===== config.mk =====
export PLATFORM = sky130hd
export DESIGN_NAME = deque_with_value_search
export DESIGN_NICKNAME = d
export VERILOG_FILES = /design/src/rtl/core/dqs_pkg.sv /design/src/rtl/core/dqs_ctrl.sv /design/src/rtl/core/dqs_datapath.sv /design/src/rtl/core/deque_with_value_search.sv
export SDC_FILE = /design/constraint.sdc
export NUM_CORES = 2
export LEC_CHECK = 0
export ABC_AREA = 0
export BUFFER_PORTS_ARGS = -buffer_cell sky130_fd_sc_hd__buf_2
export CAP_MARGIN = 15
export CORE_ASPECT_RATIO = 0.8
export CORE_UTILIZATION = 37
export DETAILED_ROUTE_END_ITERATION = 7
export HOLD_SLACK_MARGIN = 0.15
export SLEW_MARGIN = 40
export SYNTH_ARGS = -nofsm -noshare
export SYNTH_HDL_FRONTEND = slang
export SYNTH_SLANG_ARGS = --single-unit

===== constraint.sdc =====
create_clock -name clk -period 6.7 [get_ports clk]
set_input_delay 1.005 -clock clk [delete_from_list [all_inputs] [get_ports clk]]
set_output_delay 1.005 -clock clk [all_outputs]
set_load 0.03 [all_outputs]

===== src/rtl/core/dqs_pkg.sv =====
// Shared types and codes for the deque with value search.
// No dependencies; imported by the controller, datapath, top level and checker.
package dqs_pkg;

  // Request codes
  localparam logic [2:0] OP_PUSH_FRONT = 3'd0;
  localparam logic [2:0] OP_PUSH_BACK  = 3'd1;
  localparam logic [2:0] OP_POP_FRONT  = 3'd2;
  localparam logic [2:0] OP_POP_BACK   = 3'd3;
  localparam logic [2:0] OP_CONTAINS   = 3'd4;
  localparam logic [2:0] OP_REMOVE     = 3'd5;

  // Result status codes
  localparam logic [1:0] ST_OK    = 2'd0;
  localparam logic [1:0] ST_EMPTY = 2'd1;
  localparam logic [1:0] ST_FULL  = 2'd2;

  // Controller -> datapath commands
  typedef struct packed {
    logic load;         // capture request, clear result flags
    logic exec;         // push/pop update, empty/full checks
    logic scan_start;   // scan pointer to front
    logic scan_run;     // issue one store read, advance pointer
    logic set_found;
    logic shift_start;  // scan pointer to one past the hit
    logic shift_wr;     // write returned entry one place toward front
    logic dec_count;
    logic rd_front;
    logic rd_back;
    logic cap_front;
    logic finish;       // load result registers, raise strobe
  } cmd_t;

  // Datapath -> controller status
  typedef struct packed {
    logic search_go;    // contains/remove on a non-empty queue
    logic is_remove;
    logic hit;          // returned entry matches the search value
    logic last;         // returned entry is the back element
  } sts_t;

endpackage


===== src/rtl/core/dqs_ctrl.sv =====
// Sequencing state machine for the deque with value search.
// Depends on dqs_pkg; drives dqs_datapath through cmd_t and reads sts_t.
module dqs_ctrl
  import dqs_pkg::*;
(
  input  logic clk,
  input  logic rst_n,
  input  logic start,
  output logic busy,
  output cmd_t cmd,
  input  sts_t sts
);

  localparam logic [2:0] S_IDLE  = 3'd0;
  localparam logic [2:0] S_EXEC  = 3'd1;
  localparam logic [2:0] S_SCAN  = 3'd2;
  localparam logic [2:0] S_SHIFT = 3'd3;
  localparam logic [2:0] S_FRONT = 3'd4;
  localparam logic [2:0] S_BACK  = 3'd5;
  localparam logic [2:0] S_FIN   = 3'd6;

  logic [2:0] state_r;
  logic [2:0] state_nxt;

  assign busy = (state_r != S_IDLE);

  always_comb begin
    cmd       = '0;
    state_nxt = state_r;
    case (state_r)
      S_IDLE: begin
        if (start) begin
          cmd.load  = 1'b1;
          state_nxt = S_EXEC;
        end
      end
      S_EXEC: begin
        cmd.exec       = 1'b1;
        cmd.scan_start = 1'b1;
        state_nxt      = sts.search_go ? S_SCAN : S_FRONT;
      end
      S_SCAN: begin
        cmd.scan_run = 1'b1;
        if (sts.hit) begin
          cmd.set_found = 1'b1;
          if (!sts.is_remove) begin
            state_nxt = S_FRONT;
          end else if (sts.last) begin
            // removing the back element: nothing to move
            cmd.dec_count = 1'b1;
            state_nxt     = S_FRONT;
          end else begin
            cmd.shift_start = 1'b1;
            state_nxt       = S_SHIFT;
          end
        end else if (sts.last) begin
          state_nxt = S_FRONT;
        end
      end
      S_SHIFT: begin
        cmd.scan_run = 1'b1;
        cmd.shift_wr = 1'b1;
        if (sts.last) begin
          cmd.dec_count = 1'b1;
          state_nxt     = S_FRONT;
        end
      end
      S_FRONT: begin
        cmd.rd_front = 1'b1;
        state_nxt    = S_BACK;
      end
      S_BACK: begin
        cmd.rd_back   = 1'b1;
        cmd.cap_front = 1'b1;
        state_nxt     = S_FIN;
      end
      S_FIN: begin
        cmd.finish = 1'b1;
        state_nxt  = S_IDLE;
      end
      default: begin
        state_nxt = S_IDLE;
      end
    endcase
  end

  always_ff @(posedge clk) begin
    if (!rst_n) begin
      state_r <= S_IDLE;
    end else begin
      state_r <= state_nxt;
    end
  end

endmodule


===== src/rtl/core/dqs_datapath.sv =====
// Element store, head/count registers, scan pipeline and result registers.
// Depends on dqs_pkg; sequenced by dqs_ctrl.
module dqs_datapath
  import dqs_pkg::*;
#(
  parameter int DEPTH       = 64,
  parameter int VALUE_WIDTH = 32
) (
  input  logic                          clk,
  input  logic                          rst_n,
  input  cmd_t                          cmd,
  output sts_t                          sts,
  input  logic [2:0]                    in_operation,
  input  logic signed [VALUE_WIDTH-1:0] in_value,
  output logic                          out_valid,
  output logic [1:0]                    out_status,
  output logic                          out_found,
  output logic signed [VALUE_WIDTH-1:0] out_front_value,
  output logic signed [VALUE_WIDTH-1:0] out_back_value,
  output logic [$clog2(DEPTH+1)-1:0]    out_count,
  output logic                          out_is_empty
);

  localparam int AW = (DEPTH > 1) ? $clog2(DEPTH) : 1;
  localparam int CW = $clog2(DEPTH + 1);
  localparam logic [CW:0]   DEPTH_S = (CW+1)'(DEPTH);
  localparam logic [CW-1:0] DEPTH_C = CW'(DEPTH);
  localparam logic [AW-1:0] LAST_A  = AW'(DEPTH - 1);

  logic [VALUE_WIDTH-1:0] mem_r [DEPTH];

  logic [2:0]             op_r;
  logic [VALUE_WIDTH-1:0] val_r;
  logic [AW-1:0]          head_r,   head_nxt;
  logic [CW-1:0]          cnt_r,    cnt_nxt;
  logic [1:0]             status_r, status_nxt;
  logic                   found_r;
  logic [CW-1:0]          ptr_r;
  logic                   rv_r,     rv_nxt;
  logic [CW-1:0]          rv_idx_r;
  logic [VALUE_WIDTH-1:0] rdata_r;
  logic [VALUE_WIDTH-1:0] front_r;
  logic                   out_valid_r;

  logic                   full, empty;
  logic [AW-1:0]          head_dec, head_inc;
  logic [CW-1:0]          back_off;
  logic [AW-1:0]          raddr, waddr;
  logic                   we;
  logic [VALUE_WIDTH-1:0] wdata;

  // position of the element at a given offset from the front
  function automatic logic [AW-1:0] slot_of(input logic [AW-1:0] head,
                                            input logic [CW-1:0] off);
    logic [CW:0] s;
    s = {{(CW+1-AW){1'b0}}, head} + {1'b0, off};
    if (s >= DEPTH_S) s = s - DEPTH_S;
    return s[AW-1:0];
  endfunction

  assign full     = (cnt_r == DEPTH_C);
  assign empty    = (cnt_r == '0);
  assign head_dec = (head_r == '0) ? LAST_A : head_r - 1'b1;
  assign head_inc = (head_r == LAST_A) ? '0 : head_r + 1'b1;
  assign back_off = empty ? '0 : cnt_r - 1'b1;

  assign sts.search_go = ((op_r == OP_CONTAINS) || (op_r == OP_REMOVE)) && !empty;
  assign sts.is_remove = (op_r == OP_REMOVE);
  assign sts.hit       = rv_r && (rdata_r == val_r);
  assign sts.last      = rv_r && (rv_idx_r == back_off);

  // read port: front, back, or the scan pointer
  always_comb begin
    if (cmd.rd_front) begin
      raddr = slot_of(head_r, '0);
    end else if (cmd.rd_back) begin
      raddr = slot_of(head_r, back_off);
    end else begin
      raddr = slot_of(head_r, ptr_r);
    end
  end

  // push / pop updates and the shift write-back
  always_comb begin
    head_nxt   = head_r;
    cnt_nxt    = cnt_r;
    status_nxt = status_r;
    we         = 1'b0;
    waddr      = slot_of(head_r, rv_idx_r - 1'b1);
    wdata      = rdata_r;
    if (cmd.load) begin
      status_nxt = ST_OK;
    end
    if (cmd.exec) begin
      case (op_r)
        OP_PUSH_FRONT: begin
          if (full) begin
            status_nxt = ST_FULL;
          end else begin
            head_nxt = head_dec;
            cnt_nxt  = cnt_r + 1'b1;
            we       = 1'b1;
            waddr    = head_dec;
            wdata    = val_r;
          end
        end
        OP_PUSH_BACK: begin
          if (full) begin
            status_nxt = ST_FULL;
          end else begin
            cnt_nxt = cnt_r + 1'b1;
            we      = 1'b1;
            waddr   = slot_of(head_r, cnt_r);
            wdata   = val_r;
          end
        end
        OP_POP_FRONT: begin
          if (empty) begin
            status_nxt = ST_EMPTY;
          end else begin
            head_nxt = head_inc;
            cnt_nxt  = cnt_r - 1'b1;
          end
        end
        OP_POP_BACK: begin
          if (empty) begin
            status_nxt = ST_EMPTY;
          end else begin
            cnt_nxt = cnt_r - 1'b1;
          end
        end
        OP_CONTAINS, OP_REMOVE: begin
          if (empty) status_nxt = ST_EMPTY;
        end
        default: begin
        end
      endcase
    end
    if (cmd.shift_wr && rv_r) begin
      we = 1'b1;
    end
    if (cmd.dec_count) begin
      cnt_nxt = cnt_r - 1'b1;
    end
  end

  assign rv_nxt = cmd.shift_start ? 1'b0 :
                  cmd.scan_start  ? 1'b0 :
                  cmd.scan_run    ? (ptr_r < cnt_r) : rv_r;

  always_ff @(posedge clk) begin
    if (!rst_n) begin
      head_r      <= '0;
      cnt_r       <= '0;
      rv_r        <= 1'b0;
      out_valid_r <= 1'b0;
    end else begin
      head_r      <= head_nxt;
      cnt_r       <= cnt_nxt;
      rv_r        <= rv_nxt;
      out_valid_r <= cmd.finish;
    end
  end

  always_ff @(posedge clk) begin
    if (we) mem_r[waddr] <= wdata;
    rdata_r <= mem_r[raddr];
  end

  always_ff @(posedge clk) begin
    status_r <= status_nxt;
    if (cmd.load) begin
      op_r    <= in_operation;
      val_r   <= in_value;
      found_r <= 1'b0;
    end else if (cmd.set_found) begin
      found_r <= 1'b1;
    end
    if (cmd.shift_start) begin
      ptr_r <= rv_idx_r + 1'b1;
    end else if (cmd.scan_start) begin
      ptr_r <= '0;
    end else if (cmd.scan_run && (ptr_r < cnt_r)) begin
      ptr_r <= ptr_r + 1'b1;
    end
    if (cmd.scan_run) rv_idx_r <= ptr_r;
    if (cmd.cap_front) front_r <= rdata_r;
    if (cmd.finish) begin
      out_status      <= status_r;
      out_found       <= found_r;
      out_front_value <= empty ? '0 : front_r;
      out_back_value  <= empty ? '0 : rdata_r;
      out_count       <= cnt_r;
      out_is_empty    <= empty;
    end
  end

  assign out_valid = out_valid_r;

endmodule


===== src/rtl/core/deque_with_value_search.sv =====
// Deque with value search: push/pop at both ends, contains, remove-first-match.
// Each transaction steps through load, execute, read front, read back and finish; contains
// and remove scan one stored entry per cycle between execute and read front, a rate
// set by the single read port of the element store. One transaction at a time: busy
// drops with out_valid, so a new request is accepted only once the last result is out.
// Synchronous reset empties the queue (store not cleared); out_valid strobes, no stall.
module deque_with_value_search
  import dqs_pkg::*;
#(
  parameter int DEPTH       = 64,
  parameter int VALUE_WIDTH = 32
) (
  input  logic                          clk,
  input  logic                          rst_n,
  input  logic                          start,
  output logic                          busy,
  input  logic [2:0]                    in_operation,
  input  logic signed [VALUE_WIDTH-1:0] in_value,
  output logic                          out_valid,
  output logic [1:0]                    out_status,
  output logic                          out_found,
  output logic signed [VALUE_WIDTH-1:0] out_front_value,
  output logic signed [VALUE_WIDTH-1:0] out_back_value,
  output logic [$clog2(DEPTH+1)-1:0]    out_count,
  output logic                          out_is_empty
);

  cmd_t cmd;
  sts_t sts;

  dqs_ctrl u_ctrl (
    .clk   (clk),
    .rst_n (rst_n),
    .start (start),
    .busy  (busy),
    .cmd   (cmd),
    .sts   (sts)
  );

  dqs_datapath #(
    .DEPTH       (DEPTH),
    .VALUE_WIDTH (VALUE_WIDTH)
  ) u_dp (
    .clk             (clk),
    .rst_n           (rst_n),
    .cmd             (cmd),
    .sts             (sts),
    .in_operation    (in_operation),
    .in_value        (in_value),
    .out_valid       (out_valid),
    .out_status      (out_status),
    .out_found       (out_found),
    .out_front_value (out_front_value),
    .out_back_value  (out_back_value),
    .out_count       (out_count),
    .out_is_empty    (out_is_empty)
  );

endmodule


==> out/qor.csv <==
stage,metric,value,unit
floorplan,start_util,37.4,%
final_layout,nets,4514,
logic_synthesis,syn_nets,4233,
drt,drt-vias-per-instance,5.63,
global_routing,grt_pass1_vias,43000,
critical_path,r2r_start,u_dp.cnt_r[0],
hold_path,holdCritPathClass,primary input to register,
final_layout,final_area,99900,µm²
floorplan,die_w,544,µm
sta,setup_viol,0,
clock_tree,clockBufferDepth,4,
floorplan,num_io_pins,115,
global_routing,grt_first_pass_wirelength,322000,µm
clock_tree,postCtsResizedCells,0,
clock_tree,numCtsBuffers,208,
logic_synthesis,syn_area_per_cell,20.9,µm²
drt,first_pass_iters,5,
logic_synthesis,seq_area_frac_synth,77.3,%
floorplan,row_count,158,
drt,wl,227000,µm
run,max_cap_violations,0,
critical_path,cp-endpoint,u_dp.rdata_r[18],
critical_path,ff2ff_setup_slack,1.35,ns
critical_path,critPathKind,register to register,
critical_path,rr_endpoint,u_dp.rdata_r[18],
critical_path,start_kind,register,
logic_synthesis,synth_ff_type,edfxtp_1,
logic_synthesis,netlist_area,87000,µm²
global_routing,grt_max_degree,107,
clock_tree,clock_sinks,2257,
sta,clock_skew,0.0604,ns
final_layout,n_fill_cell,19800,
floorplan,die_area,237000,µm²
floorplan,fp.dieH,436,µm
sta,rsz0062_at_grt,no,
sta,fmax,187,MHz
final_layout,drive_gt1_share,26.4,%
drt,wl_per_cell,29.4,µm
sta,relSlewSlack,40.4,%
global_routing,grt_use_total,18.9,%
drt,drt_iter0_drc,5906,
sta,post-route-period-util,79.8,%
logic_synthesis,postSynthCellCount,4162,
power_and_ir_drop,power.leakage,31.3,nW
clock_tree,post_cts_buffers,0,
critical_path,r2r_cells,16,
clock_tree,tritoncts,yes,
clock_tree,hold_buffers,0,
critical_path,cp-end-kind,register,
sta,finalMaxSlewViolations,0,
drt,drc,0,
placement,gp_congestion,0.853,
clock_tree,cts.htree.levels,4,
power_and_ir_drop,vdd_ir_drop_max,0.000311,V
drt,num_vias,43500,
placement,port_buffers,114,
logic_synthesis,synth_warnings,0,
sta,fin_crit,5.35,ns
critical_path,worstPathArrival,6.02,ns
drt,postRouteAntennaNets,0,
placement,placed_area,93300,µm²
final_layout,area_delta_synth_final,14.8,%
logic_synthesis,ys_ff_latch,2257,
final_layout,fin_util,42.9,%
global_routing,antenna_found_initial,9,
sta,timing.final.hold_violations,0,
clock_tree,clock_latency,0.85,ns
critical_path,crit_required,7.37,ns
sta,finalSetupTns,0,ns
logic_synthesis,synth_edf_count,2204,
logic_synthesis,synth_async_sr_flop_share,0,%
run_status,status,completed,
placement,hpwl,135000,µm
clock_tree,root_buffer,clkbuf_16,
critical_path,worst-path-max-fanout,106,
logic_synthesis,synth_cell_types,67,
global_routing,grt-ovfl-total,0,
critical_path,crit_path_start,u_dp.cnt_r[0],
power_and_ir_drop,p_per_area,394,nW/µm²
clock_tree,clk_pin_slew,0.08,ns
sta,worst_slew_pin_slew,0.894,ns
floorplan,core_area,233000,µm²
[stage by stage]
step / hold WS, ns / cells / power (mW) / worst slack (ns)
2_1_floorplan: 0.407 / 4162 / 24.0 / 1.74
3_3_place_gp: 0.416 / 7322 / 28.0 / 1.44
3_5_place_dp: 0.419 / 7350 / 28.2 / 1.36
4_1_cts: 0.284 / 7722 / 39.6 / 1.34
5_1_grt: 0.298 / 7726 / 40.7 / 1.17
6_report: 0.334 / 7727 / 39.4 / 1.35
[cell usage after synthesis, types with 2 or more instances]
cell / instances / share of area (%)
nor4_1: 10 / 0.072
fa_1: 3 / 0.069
mux2_1: 2 / 0.026
nand3_1: 23 / 0.13
nor3b_1: 2 / 0.017
nand4_1: 8 / 0.058
inv_1: 29 / 0.13
mux2_2: 2 / 0.026
a21oi_1: 170 / 0.98
clkbuf_1: 101 / 0.44
a211oi_1: 4 / 0.035
o21ai_0: 26 / 0.15
xor2_1: 12 / 0.12
ha_1: 30 / 0.43
a31oi_1: 6 / 0.043
xnor2_1: 51 / 0.51
o211ai_1: 3 / 0.026
o22ai_1: 7 / 0.050
o21a_1: 7 / 0.060
o31ai_1: 4 / 0.035
dfxtp_1: 53 / 1.2
edfxtp_1: 2204 / 76
nor2b_1: 14 / 0.10
nand2b_1: 10 / 0.072
o311ai_1: 2 / 0.020
o21ai_1: 4 / 0.023
and2_1: 63 / 0.45
o21bai_1: 4 / 0.035
buf_2: 115 / 0.66
buf_1: 6 / 0.026
nor2_1: 103 / 0.44
nand4b_1: 2 / 0.020
mux2i_1: 36 / 0.41
a21o_1: 12 / 0.10
or3_1: 3 / 0.022
nor4_4: 2 / 0.049
nand2_1: 207 / 0.89
and3_1: 10 / 0.072
nor3_1: 14 / 0.081
a22oi_1: 257 / 2.2
or2_2: 4 / 0.029
mux4_2: 512 / 13
[placed cells by master, fill, tap and decap left out, drive strengths merged, types with 8 or more instances in the layout]
| cell type | Yosys | final |
|---|---|---|
| ha | 30 | 30 |
| mux4 | 512 | 512 |
| edfxtp | 2204 | 2204 |
| bufinv | 0 | 15 |
| clkbuf | 102 | 279 |
| and3 | 10 | 10 |
| nand4 | 8 | 8 |
| xor2 | 12 | 12 |
| a22oi | 258 | 258 |
| nor4 | 12 | 12 |
| nor2 | 103 | 103 |
| inv | 30 | 33 |
| nor2b | 14 | 14 |
| buf | 122 | 295 |
| mux2i | 36 | 36 |
| nand2 | 208 | 208 |
| a21oi | 170 | 170 |
| and2 | 63 | 63 |
| xnor2 | 51 | 51 |
| o21ai | 30 | 30 |
| a21o | 12 | 12 |
| nor3 | 14 | 14 |
| dfxtp | 53 | 53 |
| nand3 | 23 | 23 |
| clkinv | 0 | 69 |
| nand2b | 10 | 10 |
[final cells by class]
cell class | instances | area (µm²) | area share [%]
Sequential cell | 2257 | 67200 | 67.3
Multi-Input combinational cell | 1651 | 19500 | 19.5
Clock buffer | 279 | 5630 | 5.63
Tap cell | 3120 | 3900 | 3.91
Timing Repair Buffer | 295 | 2650 | 2.66
Clock inverter | 93 | 846 | 0.847
Inverter | 30 | 113 | 0.113
Antenna cell | 2 | 5.00 | 0.00501
[critical path, cell delays in order (launching register included)]
cell     delay (ns)
dfxtp_1        0.52
inv_1          0.15
ha_1           0.27
nor2b_1        0.18
a21oi_1        0.28
mux2_2         0.20
ha_1           0.22
inv_1          0.08
fa_1           0.51
a21oi_4        0.34
buf_12         0.24
buf_12         0.46
mux4_2         0.42
a22oi_1        0.25
a21oi_1        0.13
a21oi_1        0.57
mux2i_1        0.19
[logic make-up (layout without fill, tap and decap cells)]
logic type	count (synthesis)	count (layout)	synth area share [%]
compound gates	521	521	3.94
xor+xnor	64	64	0.660
fa+ha+maj	33	33	0.501
buf+inv	254	697	1.27
flops	2257	2257	77.3
mux	552	552	13.7
other cells	0	2	0
simple gates	481	481	2.58
[where the power goes]
group          internal [mW]  switching (mW)  total (mW)
combinational           3.27            6.46        9.73
clock                   6.46            5.08        11.5
sequential              17.6           0.505        18.1
[sequential cells by signal (all words and copies together) (netlist names), 2 cells and up]
signal and count:
u_dp.mem_r 2048, u_dp.val_r 32, u_dp.status_r 2, u_dp.head_r 6, u_dp.rdata_r 32, u_dp.out_back_value 32
u_dp.out_status 2, u_dp.rv_idx_r 7, u_dp.cnt_r 7, u_dp.ptr_r 7, u_dp.op_r 3, u_dp.front_r 32
u_dp.out_count 7, u_ctrl.state_r 3, u_dp.out_front_value 32
[per-layer routing]
metal  track usage, %  vias to the layer above  wire, µm
met5                0                        -        96
met4             4.99                       12      5980
met3             4.60                      324     22500
met2             27.6                     2160    101000
met1             28.3                    23200     98200
li1                 -                    17800         -
[worst min-delay path by stage]
stage	slack (ns)	end	from	cells past startpoint
6_report	0.33	u_dp.val_r[31]	in_value[31]	1
5_1_grt	0.30	u_dp.val_r[24]	in_value[24]	1
4_1_cts	0.28	u_dp.val_r[31]	in_value[31]	1
3_5_place_dp	0.42	u_dp.front_r[13]	u_dp.rdata_r[13]	0
3_3_place_gp	0.42	u_dp.out_status[0]	u_dp.status_r[0]	0
2_1_floorplan	0.41	u_dp.out_count[5]	u_dp.cnt_r[5]	0
Power figures use the tool's default switching activity.
